--- src/rtl/stft_pkg.sv ---
// ----------------------------------------------------------------------------
// stft_pkg: shared types and constants
// Table geometry, status codes, the entry layout and the controller states for
// the top level, and the compare result that it shares with the compare unit.
// ----------------------------------------------------------------------------
package stft_pkg;

  localparam int TABLE_DEPTH = 64;
  localparam int ADDR_W      = $clog2(TABLE_DEPTH);
  localparam int OCC_W       = $clog2(TABLE_DEPTH + 1);
  localparam int DATA_W      = 32;
  localparam int STATUS_W    = 3;
  localparam int RANK_W      = 6;

  localparam logic [OCC_W-1:0]  OCC_FULL  = OCC_W'(TABLE_DEPTH);
  localparam logic [DATA_W-1:0] COUNT_MAX = '1;

  localparam logic [STATUS_W-1:0] ST_COUNTED = 3'd0;
  localparam logic [STATUS_W-1:0] ST_ADDED   = 3'd1;
  localparam logic [STATUS_W-1:0] ST_DROPPED = 3'd2;
  localparam logic [STATUS_W-1:0] ST_ENTRY   = 3'd3;
  localparam logic [STATUS_W-1:0] ST_EMPTY   = 3'd4;

  localparam logic OP_INSERT = 1'b0;
  localparam logic OP_DUMP   = 1'b1;

  typedef struct packed {
    logic [DATA_W-1:0] term;
    logic [DATA_W-1:0] count;
  } entry_t;

  typedef struct packed {
    logic eq;
    logic gt;
  } cmp_t;

  typedef enum logic [2:0] {
    IDLE,
    S_PROBE,
    S_CMP,
    S_SHRD,
    S_SHWR,
    D_RD,
    D_PREV,
    D_BEST
  } state_t;

endpackage

--- src/rtl/stft_cmp.sv ---
// ----------------------------------------------------------------------------
// stft_cmp: shared magnitude comparator
// Compares two 32-bit words as signed or unsigned values; gives a == b and
// a > b. Used for term probes during search and count checks during dump.
// ----------------------------------------------------------------------------
module stft_cmp (
  input  logic [stft_pkg::DATA_W-1:0] a,
  input  logic [stft_pkg::DATA_W-1:0] b,
  input  logic                        is_signed,
  output stft_pkg::cmp_t              res
);
  import stft_pkg::*;

  logic [DATA_W-1:0] a_adj;
  logic [DATA_W-1:0] b_adj;

  // flip the sign bits so a signed compare becomes an unsigned one
  always_comb begin
    a_adj = a ^ {is_signed, {(DATA_W-1){1'b0}}};
    b_adj = b ^ {is_signed, {(DATA_W-1){1'b0}}};
    res.eq = (a == b);
    res.gt = (a_adj > b_adj);
  end

endmodule
--- config.mk ---
export PLATFORM = sky130hd
export DESIGN_NAME = stft_cmp
export DESIGN_NICKNAME = d
export VERILOG_FILES = /design/src/rtl/stft_pkg.sv /design/src/rtl/stft_cmp.sv
export SDC_FILE = /design/constraint.sdc
export NUM_CORES = 1
export LEC_CHECK = 0
export BUFFER_PORTS_ARGS = -buffer_cell sky130_fd_sc_hd__buf_4
export CORE_ASPECT_RATIO = 0.9
export CORE_MARGIN = 2
export CORE_UTILIZATION = 38
export DETAILED_ROUTE_END_ITERATION = 10
export GPL_ROUTABILITY_DRIVEN = 0
export PLACE_DENSITY = 0.84
export SYNTH_ARGS = -nofsm -noshare
export SYNTH_HDL_FRONTEND = slang
export SYNTH_SLANG_ARGS = --single-unit
--- constraint.sdc ---
create_clock -name vclk -period 1.63
set_input_delay 0.2445 -clock vclk [all_inputs]
set_output_delay 0.2445 -clock vclk [all_outputs]
set_load 0.05 [all_outputs]
==> metrics <==
outcome finished with violations; failing checks setup timing; initial DRC count 9; WP data arrival 1820 ps; Row Count 16; Leak 0.9264 nW; Final Non-Filler Cells 219; Routed WL per cell 13.36 um; Max Clk Rate 485.0 MHz; final WL 2925 um; Crit path required time 1390 ps; Syn Area/Cell 7.216 um2; dpl cells 216; ant diodes 0; first-pass GRT wire length 4747 um; RSZ-0062 raised after global routing yes; Setup TNS -771.6 ps; Seq Cell Count 0; nets 290; Worst-Margin Slew 286.4 ps; first drt pass iteration count 7; share of cells above drive strength 1 56.25%; Crit path top cell by count a21oi_2; CLK BUF 0; CP Buf/Inv Count 3; Filler cells 150; Ys Warns 0; most common cell in the netlist inv_1; Residual DRC 0; post-layout instance area 1708 um2; top-area cell type share of the netlist area 46.34%; worst setup margin -431.7 ps; Post-DP Area 1614 um2; Slowest cell on crit path or3_4; crit-path max cell delay 400 ps; Mapped Nets 212; io pins 67; Power Density 251.8 nW/um2; Max-cap violations 0; starting density of the core 39.45%; element type at the critical path end output port; endpoints failing hold 0; antenna violations before repair 0; aggregate global routing overflow 0; largest net degree at the start of global routing 4; Setup crit start b[10]; Die Footprint 2595 um2; Setup WS pre-CTS -480.9 ps; crit path launch type primary input; max-slew violations 0; Via-to-Cell Ratio 5.110; hold crit path type in2out; vias in the first global route 1,200; register area share after synthesis 0%; Area Overhead vs Synth 104.0%; CP top delay family simple AND/OR/NAND/NOR gates; overall power 430.1 uW; min Tclk post-route 2062 ps; antenna-violating nets left 0; FF/Latch Area 0 um2; area of the core 2122 um2; synth unique cells 23; die height 48.53 um; Post-synth top cells 33 x inv_1, 31 x ha_1, 13 x a21oi_1, 6 x nand4_1; post-synthesis cell count 116; Final setup viols 2; most area-consuming cells after synthesis ha_1 46%, inv_1 15%, a21oi_1 7.8%; Yosys top cell by area ha_1; fin crit share 126.5%; Post-Syn Area 837.1 um2; Critical Path, Cell by Cell buf_8, inv_12, ha_4, nand4_1, or3_4, a21o_1, a21oi_2, a21oi_2, a21oi_4, buf_6; GRT Total Usage 23.36%; kind of critical path in2out; dpl hpwl 2427 um; via count 1,119; worst-path maximum fanout 2; Peak VDD IR 0.1570 mV; Hold Path Origin b[0]; die width 53.47 um; port bufs 67; Slew Limit Headroom 80.84%
cell usage in the layout (no fill, tap or decap), types with 2 or more instances in the layout:
master	netlist	routed
inv_1	33	24
ha_4	0	12
o21ai_0	2	2
ha_1	31	19
nor2b_1	2	2
a21oi_1	13	10
inv_4	0	4
nand2_1	5	5
buf_4	0	65
a21oi_2	2	4
buf_6	0	9
buf_8	0	2
inv_2	0	3
nand4_1	6	6
a21o_1	5	5
nand3_1	3	3
per-stage QoR:
step | utilization, % | hold slack, ps
after floorplan | - | 918.1
final | 80.48 | 1137
after detailed placement | 76.06 | 1167
after CTS | 79.48 | 1138
after global routing | 80.48 | 1159
after global placement | 76.06 | 1153
worst min-delay path: stages:
cell     delay, ps
buf_4           80
ha_1           210
nand4_1        140
nor3_4          70
buf_6          140
metal layers:
| layer | GRT usage [%] | up-vias | wire length, um |
|---|---|---|---|
| met5 | 0 | - | 0 |
| met4 | 5.983 | 0 | 88 |
| met3 | 1.852 | 10 | 154 |
| met2 | 46.91 | 36 | 1636 |
| met1 | 24.44 | 515 | 1045 |
| li1 | - | 558 | - |
worst paths after layout:
check                end  slack [ps]  cells after the start
setup / recovery  res[0]        -430                     10
hold / removal    res[1]        1140                      5
logic make-up after synthesis:
logic type      share of synthesized area [%]
buf+inv                                 14.80
fa+ha+maj                               46.34
xor+xnor                                1.047
compound gates                          21.83
simple gates                            15.99
where the power goes:
group | internal [mW] | switching, mW | total, mW
clock | 0 | 0 | 0
sequential | 0 | 0 | 0
combinational | 0.247 | 0.183 | 0.430
final cells by class:
| class | instances | area [um2] | area share (%) |
|---|---|---|---|
| Tap cell | 27 | 33.78 | 1.978 |
| Multi-Input combinational cell | 83 | 900.9 | 52.75 |
| Inverter | 33 | 153.9 | 9.011 |
| Timing Repair Buffer | 76 | 619.3 | 36.26 |
timing repair:
item | in CTS | in global routing
setup buffers | 2 | 1
resized for setup | 13 | 4
pin swaps | 9 | 5
setup endpoints to repair | 2 | 2
hold buffers | 0 | 0
No activity file was read; power rests on OpenSTA's default activity.
